$ cat src/hdl/assert_macros.svh
// Assertion macros shared by the line rasterizer RTL.
// Included by every module that carries concurrent assertions; needs clk_i and rst_ni in scope.
`ifndef ASSERT_MACROS_SVH
`define ASSERT_MACROS_SVH

// Property checked on every rising clock edge, ignored while reset is asserted.
`define ASSERT_CLK(label, prop, msg) \
  label: assert property (@(posedge clk_i) disable iff (!rst_ni) (prop)) else $error(msg);

// Same check, but it also holds while reset is asserted.
`define ASSERT_ALWAYS(label, prop, msg) \
  label: assert property (@(posedge clk_i) (prop)) else $error(msg);

`endif

$ cat src/hdl/dlr_pkg.sv
// Shared types and constants of the DDA line rasterizer.
// No dependencies; imported by dlr_divider and dda_line_rasterizer.
package dlr_pkg;

  localparam int COLOR_BITS = 24;
  localparam logic [COLOR_BITS-1:0] COLOR_RESET = 24'h0000FF;

  // Operation codes carried in the input tuser.
  localparam logic OP_LOAD  = 1'b0;
  localparam logic OP_PIXEL = 1'b1;

  typedef enum logic {
    CTL_IDLE,
    CTL_DIVIDE
  } ctl_state_e;

  typedef enum logic {
    DIV_IDLE,
    DIV_RUN
  } div_state_e;

endpackage

$ cat src/hdl/dlr_divider.sv
// Radix-2 restoring divider for the slope: quotient = (dividend << FRAC_BITS) / divisor.
// Requires dividend <= divisor; depends on dlr_pkg and assert_macros.svh.
`include "assert_macros.svh"

module dlr_divider #(
  parameter int COORD_BITS = 12,
  parameter int FRAC_BITS  = 16
) (
  input  logic                  clk_i,
  input  logic                  rst_ni,
  input  logic                  start_i,
  input  logic [COORD_BITS-1:0] dividend_i,
  input  logic [COORD_BITS-1:0] divisor_i,
  output logic                  done_o,
  output logic [FRAC_BITS:0]    quotient_o
);
  import dlr_pkg::*;

  localparam int CNT_W = $clog2(FRAC_BITS + 1);

  div_state_e            state_q, state_d;
  logic [CNT_W-1:0]      count_q, count_d;
  logic [COORD_BITS-1:0] rem_q, rem_d;
  logic [COORD_BITS-1:0] div_q, div_d;
  logic [FRAC_BITS:0]    quo_q, quo_d;
  logic                  zero_q, zero_d;
  logic                  done_q, done_d;

  logic [COORD_BITS:0]   shifted;
  logic [COORD_BITS:0]   diff;
  logic                  ge;
  logic                  int_bit;

  assign shifted = {rem_q, 1'b0};
  assign diff    = shifted - {1'b0, div_q};
  assign ge      = shifted >= {1'b0, div_q};
  assign int_bit = dividend_i >= divisor_i;

  always_ff @(posedge clk_i or negedge rst_ni) begin
    if (!rst_ni) begin
      state_q <= DIV_IDLE;
      count_q <= '0;
      done_q  <= 1'b0;
    end else begin
      state_q <= state_d;
      count_q <= count_d;
      done_q  <= done_d;
    end
  end

  always_ff @(posedge clk_i) begin
    rem_q  <= rem_d;
    div_q  <= div_d;
    quo_q  <= quo_d;
    zero_q <= zero_d;
  end

  always_comb begin
    state_d = state_q;
    count_d = count_q;
    rem_d   = rem_q;
    div_d   = div_q;
    quo_d   = quo_q;
    zero_d  = zero_q;
    done_d  = 1'b0;
    unique case (state_q)
      DIV_IDLE: begin
        if (start_i) begin
          // The integer bit is one only when both magnitudes are equal.
          div_d   = divisor_i;
          zero_d  = divisor_i == '0;
          quo_d   = {{FRAC_BITS{1'b0}}, int_bit};
          rem_d   = int_bit ? (dividend_i - divisor_i) : dividend_i;
          count_d = CNT_W'(FRAC_BITS);
          state_d = DIV_RUN;
        end
      end
      DIV_RUN: begin
        rem_d   = ge ? diff[COORD_BITS-1:0] : shifted[COORD_BITS-1:0];
        quo_d   = {quo_q[FRAC_BITS-1:0], ge};
        count_d = count_q - 1'b1;
        if (count_q == CNT_W'(1)) begin
          done_d  = 1'b1;
          state_d = DIV_IDLE;
        end
      end
      default: state_d = DIV_IDLE;
    endcase
  end

  assign done_o     = done_q;
  assign quotient_o = zero_q ? '0 : quo_q;

  `ASSERT_CLK(a_div_range, done_o |-> (quotient_o <= ((FRAC_BITS+1)'(1) << FRAC_BITS)),
              "slope quotient exceeds one")
  `ASSERT_CLK(a_div_no_restart, (state_q == DIV_RUN) |-> !start_i,
              "divider restarted while running")

endmodule

$ cat src/hdl/dda_line_rasterizer.sv
// DDA line rasterizer: input streaming, slope division sequencing, pixel stepping, output register.
// Depends on dlr_pkg, dlr_divider and assert_macros.svh.
//
// Usage:
//   Input stream (s_axis): tuser selects the operation, 0 loads a line from the endpoints
//   in tdata, 1 requests the next pixel of the loaded line. A load gives no output.
//   Output stream (m_axis): one transaction per pixel request with the pixel coordinates
//   and color in tdata, tuser high when a pixel was produced (low, with all fields zero,
//   when no line is active) and tlast on the end-point pixel of the line.
//   Configuration: cfg_data_i is written to the line color when cfg_valid_i is high;
//   cfg_ready_o is always high. Write it only while the block is idle.
//   Timing: a load occupies the block while the radix-2 slope divider, which retires one
//   quotient bit per cycle, runs; s_axis_tready_o is low meanwhile.
//   The result of an accepted pixel request sits in the output register in the next cycle,
//   so requests stream at one per cycle while the receiver keeps up and no load is running.
//   If the receiver stalls, the result holds in the output register and new requests
//   are refused until it is taken. Loads are also refused in that case.
//   Reset: no line is active, the color returns to 0x0000FF, the output is empty.
`include "assert_macros.svh"

module dda_line_rasterizer #(
  parameter int COORD_BITS = 12,
  parameter int FRAC_BITS  = 16
) (
  input  logic                                            clk_i,
  input  logic                                            rst_ni,
  input  logic                                            s_axis_tvalid_i,
  output logic                                            s_axis_tready_o,
  // x_start, y_start, x_end, y_end from bit 0 up, zero padded to bytes.
  input  logic [((4*COORD_BITS+7)/8)*8-1:0]               s_axis_tdata_i,
  // operation.
  input  logic                                            s_axis_tuser_i,
  output logic                                            m_axis_tvalid_o,
  input  logic                                            m_axis_tready_i,
  // pixel_x, pixel_y, pixel_color from bit 0 up, zero padded to bytes.
  output logic [((2*COORD_BITS+dlr_pkg::COLOR_BITS+7)/8)*8-1:0] m_axis_tdata_o,
  // pixel_valid.
  output logic                                            m_axis_tuser_o,
  output logic                                            m_axis_tlast_o,
  input  logic                                            cfg_valid_i,
  output logic                                            cfg_ready_o,
  input  logic [dlr_pkg::COLOR_BITS-1:0]                  cfg_data_i
);
  import dlr_pkg::*;

  localparam int OUT_W   = ((2*COORD_BITS+COLOR_BITS+7)/8)*8;
  localparam int ACC_W   = COORD_BITS + FRAC_BITS;
  localparam int SLOPE_W = FRAC_BITS + 2;

  ctl_state_e state_q, state_d;

  logic [COLOR_BITS-1:0] color_q;
  logic [COORD_BITS-1:0] major_pos_q;
  logic [COORD_BITS-1:0] major_end_q;
  logic [ACC_W-1:0]      acc_q;
  logic [SLOPE_W-1:0]    slope_q;
  logic                  steep_q;
  logic                  backward_q;
  logic                  negative_q;
  logic                  active_q;

  logic                  out_valid_q;
  logic [OUT_W-1:0]      out_data_q;
  logic                  out_flag_q;
  logic                  out_last_q;

  logic                  in_fire;
  logic                  load_fire;
  logic                  pixel_fire;
  logic                  div_start;
  logic                  div_done;
  logic [FRAC_BITS:0]    quotient;

  logic [COORD_BITS-1:0] xs, ys, xe, ye;
  logic [COORD_BITS-1:0] adx, ady;
  logic                  steep_new;
  logic [COORD_BITS-1:0] amaj, amin;
  logic [COORD_BITS-1:0] ms, me, ns, ne;

  logic [ACC_W-1:0]      rounded;
  logic [COORD_BITS-1:0] minor;
  logic                  is_last;
  logic [SLOPE_W-1:0]    slope_new;

  assign xs = s_axis_tdata_i[0*COORD_BITS +: COORD_BITS];
  assign ys = s_axis_tdata_i[1*COORD_BITS +: COORD_BITS];
  assign xe = s_axis_tdata_i[2*COORD_BITS +: COORD_BITS];
  assign ye = s_axis_tdata_i[3*COORD_BITS +: COORD_BITS];

  assign adx       = (xe >= xs) ? xe - xs : xs - xe;
  assign ady       = (ye >= ys) ? ye - ys : ys - ye;
  assign steep_new = !(ady < adx);
  assign ms        = steep_new ? ys : xs;
  assign me        = steep_new ? ye : xe;
  assign ns        = steep_new ? xs : ys;
  assign ne        = steep_new ? xe : ye;
  assign amaj      = steep_new ? ady : adx;
  assign amin      = steep_new ? adx : ady;

  assign in_fire    = s_axis_tvalid_i && s_axis_tready_o;
  assign load_fire  = in_fire && (s_axis_tuser_i == OP_LOAD);
  assign pixel_fire = in_fire && (s_axis_tuser_i == OP_PIXEL);

  // Minor coordinate rounded half-up from the fixed-point accumulator.
  assign rounded = acc_q + (ACC_W'(1) << (FRAC_BITS - 1));
  assign minor   = rounded[ACC_W-1:FRAC_BITS];
  assign is_last = major_pos_q == major_end_q;

  assign slope_new = negative_q ? (SLOPE_W'(0) - {1'b0, quotient}) : {1'b0, quotient};

  dlr_divider #(
    .COORD_BITS(COORD_BITS),
    .FRAC_BITS (FRAC_BITS)
  ) u_divider (
    .clk_i     (clk_i),
    .rst_ni    (rst_ni),
    .start_i   (div_start),
    .dividend_i(amin),
    .divisor_i (amaj),
    .done_o    (div_done),
    .quotient_o(quotient)
  );

  always_ff @(posedge clk_i or negedge rst_ni) begin
    if (!rst_ni) begin
      state_q <= CTL_IDLE;
    end else begin
      state_q <= state_d;
    end
  end

  always_comb begin
    state_d         = state_q;
    s_axis_tready_o = 1'b0;
    div_start       = 1'b0;
    unique case (state_q)
      CTL_IDLE: begin
        s_axis_tready_o = !out_valid_q || m_axis_tready_i;
        if (load_fire) begin
          div_start = 1'b1;
          state_d   = CTL_DIVIDE;
        end
      end
      CTL_DIVIDE: begin
        if (div_done) begin
          state_d = CTL_IDLE;
        end
      end
      default: state_d = CTL_IDLE;
    endcase
  end

  always_ff @(posedge clk_i or negedge rst_ni) begin
    if (!rst_ni) begin
      color_q     <= COLOR_RESET;
      major_pos_q <= '0;
      major_end_q <= '0;
      acc_q       <= '0;
      slope_q     <= '0;
      steep_q     <= 1'b0;
      backward_q  <= 1'b0;
      negative_q  <= 1'b0;
      active_q    <= 1'b0;
      out_valid_q <= 1'b0;
    end else begin
      if (cfg_valid_i) begin
        color_q <= cfg_data_i;
      end
      if (m_axis_tready_i) begin
        out_valid_q <= 1'b0;
      end
      if (load_fire) begin
        major_pos_q <= ms;
        major_end_q <= me;
        acc_q       <= {ns, {FRAC_BITS{1'b0}}};
        steep_q     <= steep_new;
        backward_q  <= me < ms;
        negative_q  <= ne < ns;
        active_q    <= 1'b0;
      end
      if (state_q == CTL_DIVIDE && div_done) begin
        slope_q  <= slope_new;
        active_q <= 1'b1;
      end
      if (pixel_fire) begin
        out_valid_q <= 1'b1;
        if (active_q) begin
          if (is_last) begin
            active_q <= 1'b0;
          end else begin
            major_pos_q <= backward_q ? major_pos_q - 1'b1 : major_pos_q + 1'b1;
            acc_q       <= acc_q + {{(ACC_W-SLOPE_W){slope_q[SLOPE_W-1]}}, slope_q};
          end
        end
      end
    end
  end

  // Result payload; a request with no active line returns all zeros.
  always_ff @(posedge clk_i) begin
    if (pixel_fire) begin
      if (active_q) begin
        out_data_q <= OUT_W'({color_q,
                              steep_q ? major_pos_q : minor,
                              steep_q ? minor : major_pos_q});
        out_flag_q <= 1'b1;
        out_last_q <= is_last;
      end else begin
        out_data_q <= '0;
        out_flag_q <= 1'b0;
        out_last_q <= 1'b0;
      end
    end
  end

  assign m_axis_tvalid_o = out_valid_q;
  assign m_axis_tdata_o  = out_data_q;
  assign m_axis_tuser_o  = out_flag_q;
  assign m_axis_tlast_o  = out_last_q;
  assign cfg_ready_o     = 1'b1;

  `ASSERT_CLK(a_no_input_while_dividing, (state_q == CTL_DIVIDE) |-> !s_axis_tready_o,
              "input accepted during slope division")
  `ASSERT_CLK(a_done_only_dividing, div_done |-> (state_q == CTL_DIVIDE),
              "divider finished outside a load")
  `ASSERT_CLK(a_last_has_pixel, (m_axis_tvalid_o && m_axis_tlast_o) |-> m_axis_tuser_o,
              "last flag on a transaction without a pixel")
  `ASSERT_CLK(a_active_after_load, (state_q == CTL_DIVIDE && div_done) |=> active_q,
              "line not active after load completed")

endmodule
$ cat config.mk
export PLATFORM = sky130hd
export DESIGN_NAME = dda_line_rasterizer
export DESIGN_NICKNAME = d
export VERILOG_FILES = /design/src/hdl/dlr_pkg.sv /design/src/hdl/dlr_divider.sv /design/src/hdl/dda_line_rasterizer.sv
export VERILOG_INCLUDE_DIRS = /design/src /design/src/hdl
export SDC_FILE = /design/constraint.sdc
export NUM_CORES = 1
export LEC_CHECK = 0
export BUFFER_PORTS_ARGS = -buffer_cell sky130_fd_sc_hd__buf_4
export CORE_MARGIN = 2
export CORE_UTILIZATION = 65
export DETAILED_ROUTE_END_ITERATION = 8
export PLACE_DENSITY = 0.83
export SETUP_SLACK_MARGIN = 0.5
export SYNTH_ARGS = -nofsm -noshare
export SYNTH_HDL_FRONTEND = slang
export SYNTH_SLANG_ARGS = --single-unit
$ cat constraint.sdc
create_clock -name clk_i -period 8.72 [get_ports clk_i]
set_clock_uncertainty 0.05 [all_clocks]
set_input_delay 0.872 -clock clk_i [delete_from_list [all_inputs] [get_ports clk_i]]
set_output_delay 0.872 -clock clk_i [all_outputs]
set_load 0.02 [all_outputs]
# Yosys cells after proc, flatten, opt, wreduce, memory -nomap -nowiden
# Cells that the tools add are included.
# W data, S select, Z words.
# totals
register_bits,199
wordCells,103
# classes
n_addsub,12
n_lt_le_gt_ge,7
eq_ne,3
muxes,47
bitwise_logic,3
n_reduce_logical,10
# ops
cell,count
$mux W12,18
$mux W28,4
$sub A12 B12 Y12,6
$ge A12 B12 Y1,3
$lt A12 B12 Y1,3
$mux W17,2
$pmux W17 S2,1
$add A28 B16 Y28 const B,1
$add A28 B28 Y28,1
$pmux W12 S2,1
$mux W18,1
$sub A1 B17 Y18 const A,1
$mux W1,16
$ge A13 B12 Y1,1
$add A12 B1 Y12 const B,1
$eq A12 B12 Y1,1
$logic_not A12 Y1,1
$sub A12 B1 Y12 const B,1
$pmux W5 S2,1
$eq A5 B1 Y1 const B,1
$mux W5,1
$sub A5 B1 Y5 const B,1
$logic_and A1 B1 Y1,4
$pmux W1 S2,2
6 further kinds,9

# Depth between registers and ports, before layout
# logic_depth
ltp_word,10
mapped_depth,34
mapped_depth_nobuf,29

# Cells and area by module
# A second synthesis with hierarchy kept.
# unflattened
hier_cells,1687
hier_area_um2,15572.4
# by_module_without_submodules
mod,n_inst,cells_each,area_each_um2,seq_area_each_um2
dda_line_rasterizer,1,1330,12101.6,4013.8
dlr_divider,1,357,3470.8,1436.4

# Least setup slack after synthesis
# OpenSTA, ideal clock, no wires.
# synth_timing
kind,input to register
from,in s_axis_tdata_i[15]
to,reg u_divider.rem_q[11] (data pin)
setup_ps,256
t_arrival_ps,6502
required_ps,8414
path_slack_ps,1912
cell_stages,29
path_buffers,5
path_cell_list,inv_1 > ha_1 > buf_2 > nand4_1 > a311o_1 > o211ai_1 > buf_6 > mux2_2 > or3_1 > and2_1 > ha_1 > nand2_1 > nor2_1 > o21a_1 > nor2_1 > clkbuf_1 > clkbuf_1 > clkbuf_1 > nand2_1 > o21ai_0 > nand2_1 > ha_1 > a21o_1 > o21a_1 > o31ai_1 > nand3_1 > a21o_2 > or3_1 > o211a_1
# synth_between
elab_chain_len,8
elab_cells_between_ends,12
# synth_rtl
item,line_no,rtl
start: declaration,dda_line_rasterizer.sv:30,"input logic [((4*COORD_BITS+7)/8)*8-1:0] s_axis_tdata_i,"
$sub A12 B12 Y12 or $ge A12 B12 Y1 (tied branches),dda_line_rasterizer.sv:91,assign ady = (ye >= ys) ? ye - ys : ys - ye;
$mux W12 *,dda_line_rasterizer.sv:91,
$lt A12 B12 Y1,dda_line_rasterizer.sv:92,assign steep_new = !(ady < adx);
$mux W12 (on tied branches),"dda_line_rasterizer.sv:98, dda_line_rasterizer.sv:97",
$sub A12 B12 Y12 or $ge A12 B12 Y1 (tied branches),"dlr_divider.sv:73, dlr_divider.sv:37",
$mux W12 *,dlr_divider.sv:73,rem_d = int_bit ? (dividend_i - divisor_i) : dividend_i;
$mux W12 *,dlr_divider.sv:68,if (start_i) begin
$pmux W12 S2 *,dlr_divider.sv:66,unique case (state_q)
named net u_divider.rem_d[11],dlr_divider.sv:23,"logic [COORD_BITS-1:0] rem_q, rem_d;"
end signal: assignment,dlr_divider.sv:52,rem_q <= rem_d;
end: declaration,dlr_divider.sv:23,
# Mark *: on every way through the listed nets, which the timed path passes. The rest lies on a longest branch. The select of a mux whose other input is x is not followed.
# A chain may end at the register's enable or synchronous reset.

# Worst setup path after layout
# layout_timing
from,in s_axis_tdata_i[15]
to,reg backward_q
# layout_between
elab_chain_len,5
elab_cells_between_ends,8
# layout_rtl
item,line_no,rtl
$sub A12 B12 Y12 or $ge A12 B12 Y1 (tied branches),dda_line_rasterizer.sv:91,
$mux W12,dda_line_rasterizer.sv:91,
$lt A12 B12 Y1,dda_line_rasterizer.sv:92,
$mux W12 (on tied branches),"dda_line_rasterizer.sv:94, dda_line_rasterizer.sv:93",
$lt A12 B12 Y1 *,dda_line_rasterizer.sv:177,backward_q <= me < ms;
end signal: assignment,dda_line_rasterizer.sv:177,
end: declaration,dda_line_rasterizer.sv:58,logic backward_q;
# Every way passes the cells marked *; elsewhere a longest branch is shown, timed or not.

==> results.sh <==
export IMPL_status="finished, final reports clean"
export IMPL_dpl_hpwl_um=30000
export IMPL_drt_iter0_drc=1290
export IMPL_slowest_stage="buf_4"
export IMPL_antenna_cells=0
export IMPL_synth_area_leaders="edfxtp_1, dfrtp_1, ha_1, o21ai_0, nand2_1"
export IMPL_gp_congestion=0.998
export IMPL_reg2reg_setup_slack_ns=4.88
export IMPL_r2r_end="u_divider.rem_q[7]"
export IMPL_post_dp_cell_area_um2=16600
export IMPL_timing_worst_setup_path_type="in -> reg"
export IMPL_rows=56
export IMPL_hold_buffers=0
export IMPL_cp_max_fo=71
export IMPL_grt_total_usage_pct=31.9
export IMPL_clk_pin_slew_ns=0.08
export IMPL_drc=0
export IMPL_fin_crit_sh_pct=75.9
export IMPL_ys_seq_elements=199
export IMPL_synth_flop_cell="dfrtp_1"
export IMPL_wire_per_inst_um=18.5
export IMPL_crit_top_cell="a21oi_1"
export IMPL_cp_endpoint="backward_q"
export IMPL_numCtsBuffers=17
export IMPL_yosysWarningCount=0
export IMPL_p_leak_nw=7.72
export IMPL_die_area_um2=25000
export IMPL_yosys_area_top_type="edfxtp_1"
export IMPL_port_buffers=129
export IMPL_grt_pass1_wl_um=62800
export IMPL_clockRootBuffer="clkbuf_16"
export IMPL_cp_data_required_time_ns=9.02
export IMPL_vias=13300
export IMPL_synth_area_per_cell_um2=8.90
export IMPL_cts_htree_levels=4
export IMPL_clock_latency_ns=0.44
export IMPL_area_growth_pct=10.9
export IMPL_ctsResizeCount=0
export IMPL_dp_cells=2113
export IMPL_ys_seq_area_share_pct=35.3
export IMPL_power_density_nw_per_um2=323
export IMPL_overflow=0
export IMPL_rsz0062_at_grt="false"
export IMPL_async_reset_ff_share_pct=53.8
export IMPL_cts_tree="done"
export IMPL_die_y_um=158
export IMPL_netlist_area_um2=15400
export IMPL_hold_path_class="reg -> reg"
export IMPL_slew_viol_final=0
export IMPL_vdd_drop_max_v=0.000329
export IMPL_synth_top_cell_area_share_pct=17.9
export IMPL_hold_viol_final=0
export IMPL_regArea_um2=5450
export IMPL_drive_above_1_share_pct=12.9
export IMPL_first_pass_iters=5
export IMPL_io_pins=131
export IMPL_nFillCells=1828
export IMPL_p_total_mw=5.53
export IMPL_grt_pass1_vias=12500
export IMPL_clock_path_buffers=2
export IMPL_worst_endpoint_arrival_ns=6.92
export IMPL_ys_types=83
export IMPL_fmax_ghz=0.151
export IMPL_ant_nets=0
export IMPL_tightest_slew_ns=1.14
export IMPL_core_area_um2=23400
export IMPL_multi_input_area_um2=9270
export IMPL_fin_nets=2032
export IMPL_max_cap_violations=0
export IMPL_syn_num_nets=1952
export IMPL_antenna_found_initial=0
export IMPL_r2r_start="u_divider.div_q[1]"
export IMPL_grt_start_max_net_pins=81
export IMPL_startpoint="s_axis_tdata_i[15]"
export IMPL_cp_slowest_stage_delay_ns=0.57
export IMPL_final_area_um2=17100
export IMPL_instances_no_fill=2145
export IMPL_synthCells=1733
export IMPL_fin_crit_ns=6.62
export IMPL_worstSetupStartpointType="input pin"
export IMPL_rr_worst_depth=15
export IMPL_initial_core_util_pct=65.9
export IMPL_vias_per_cell=6.19
export IMPL_synth_edf_count=92
export IMPL_post_cts_setup_buffers=0
export IMPL_setup_viol=0
export IMPL_final_common_cell="nand2_1"
export IMPL_layout_common_cells="nand2_1, o21ai_0, buf_4"
export IMPL_final_setup_tns_ns=0
export IMPL_wl_um=39800
export IMPL_fp_dieW_um=158
export IMPL_crit_path_end_kind="flip-flop"
export IMPL_cts_sinks=199
export IMPL_max_slew_margin_rel_pct=23.7
-- stage by stage --
| step | utilization [%] | worst slack [ns] | hold WS (ns) |
|---|---|---|---|
| detailed placement | 70.8 | 1.76 | 0.396 |
| CTS | 73.1 | 2.19 | 0.394 |
| global placement | 70.8 | 1.87 | 0.381 |
| floorplan | - | 1.91 | 0.375 |
| global route | 73.1 | 1.63 | 0.424 |
| finish | 73.1 | 2.10 | 0.400 |
-- critical path, delay by kind of cell --
| family | cells | cell delay [ns] |
|---|---|---|
| AOI/OAI and AO/OA | 12 | 2.04 |
| adders and majority gates | 3 | 1.12 |
| buffers and inverters | 4 | 0.96 |
| muxes | 1 | 0.36 |
| and+or+nand+nor | 9 | 1.49 |
-- report_power, final --
group	leakage, nW	switching [mW]	total, mW	internal (mW)
Clock	0.260	0.378	0.753	0.375
Combinational	5.25	1.84	3.14	1.31
Sequential	2.20	0.279	1.63	1.35
Total	7.72	2.50	5.53	3.03
-- synth_stat cells (8+ instances only) --
| cell type | number |
|---|---|
| inv_1 | 105 |
| a31oi_1 | 13 |
| nand2_1 | 188 |
| nor2_1 | 110 |
| a21oi_1 | 106 |
| edfxtp_1 | 92 |
| o21ai_0 | 149 |
| nand3_1 | 45 |
| o211a_1 | 14 |
| xnor2_1 | 56 |
| dfrtp_1 | 99 |
| a21o_1 | 29 |
| mux2_2 | 29 |
| mux2i_1 | 33 |
| nand4_1 | 13 |
| or3_1 | 15 |
| dfstp_2 | 8 |
| buf_1 | 9 |
| xor2_1 | 35 |
| o211ai_1 | 34 |
| nor3_1 | 21 |
| a211oi_1 | 15 |
| ha_1 | 134 |
| and2_1 | 63 |
| clkbuf_1 | 59 |
| o21a_1 | 19 |
| o21bai_1 | 10 |
| and3_1 | 14 |
| nor2b_1 | 27 |
| o31ai_1 | 17 |
| a21boi_0 | 9 |
| nand2b_1 | 26 |
-- how the worst min path moves through the flow --
stage	startpoint	endpoint	slack, ns	cells after the start
after CTS	u_divider.done_o	state_q	0.39	1
after floorplan	u_divider.done_o	state_q	0.37	1
after detailed placement	u_divider.done_o	state_q	0.40	1
after global routing	u_divider.done_o	state_q	0.42	1
final	u_divider.done_o	state_q	0.40	1
after global placement	u_divider.done_o	state_q	0.38	1
-- layout make-up --
class	count	share of cell area, %
multi-input cells	1350	54.2
repair buffers	140	6.14
flip-flops and latches	199	31.9
clock buffers	19	2.53
clock inverters	13	0.651
inverters	105	2.30
well taps	319	2.33
-- routing by layer --
layer | track usage, % | part of all wire (%) | wire length [µm]
met5 | 0 | 0 | 0
met4 | 11.2 | 3.2 | 1280
met3 | 5.12 | 7.1 | 2820
met2 | 54.5 | 48 | 19100
met1 | 41.3 | 42 | 16500
-- sequential cells by signal, summed over array words and instances (netlist names), 5 cells and up --
register and flops:
slope_q 18, m_axis_tdata_o 48, major_pos_q 12, u_divider.quo_q 17, major_end_q 12, acc_q 28
u_divider.div_q 12, u_divider.rem_q 12, u_divider.count_q 5, color_q 24
-- logic make-up (layout without fill, tap and decap cells) --
logic type	after synthesis	in the layout	share of synthesized area, %
AND/OR/NAND/NOR	563	563	17.9
AO/OA/AOI/OAI	489	489	20.5
flip-flops	199	199	35.3
buffers and inverters	184	277	4.72
adder cells (fa/ha/maj)	141	141	11.8
XOR/XNOR	92	92	5.27
multiplexers	64	64	4.48
other	1	1	0.0243
(Power assumes the default switching activity.)
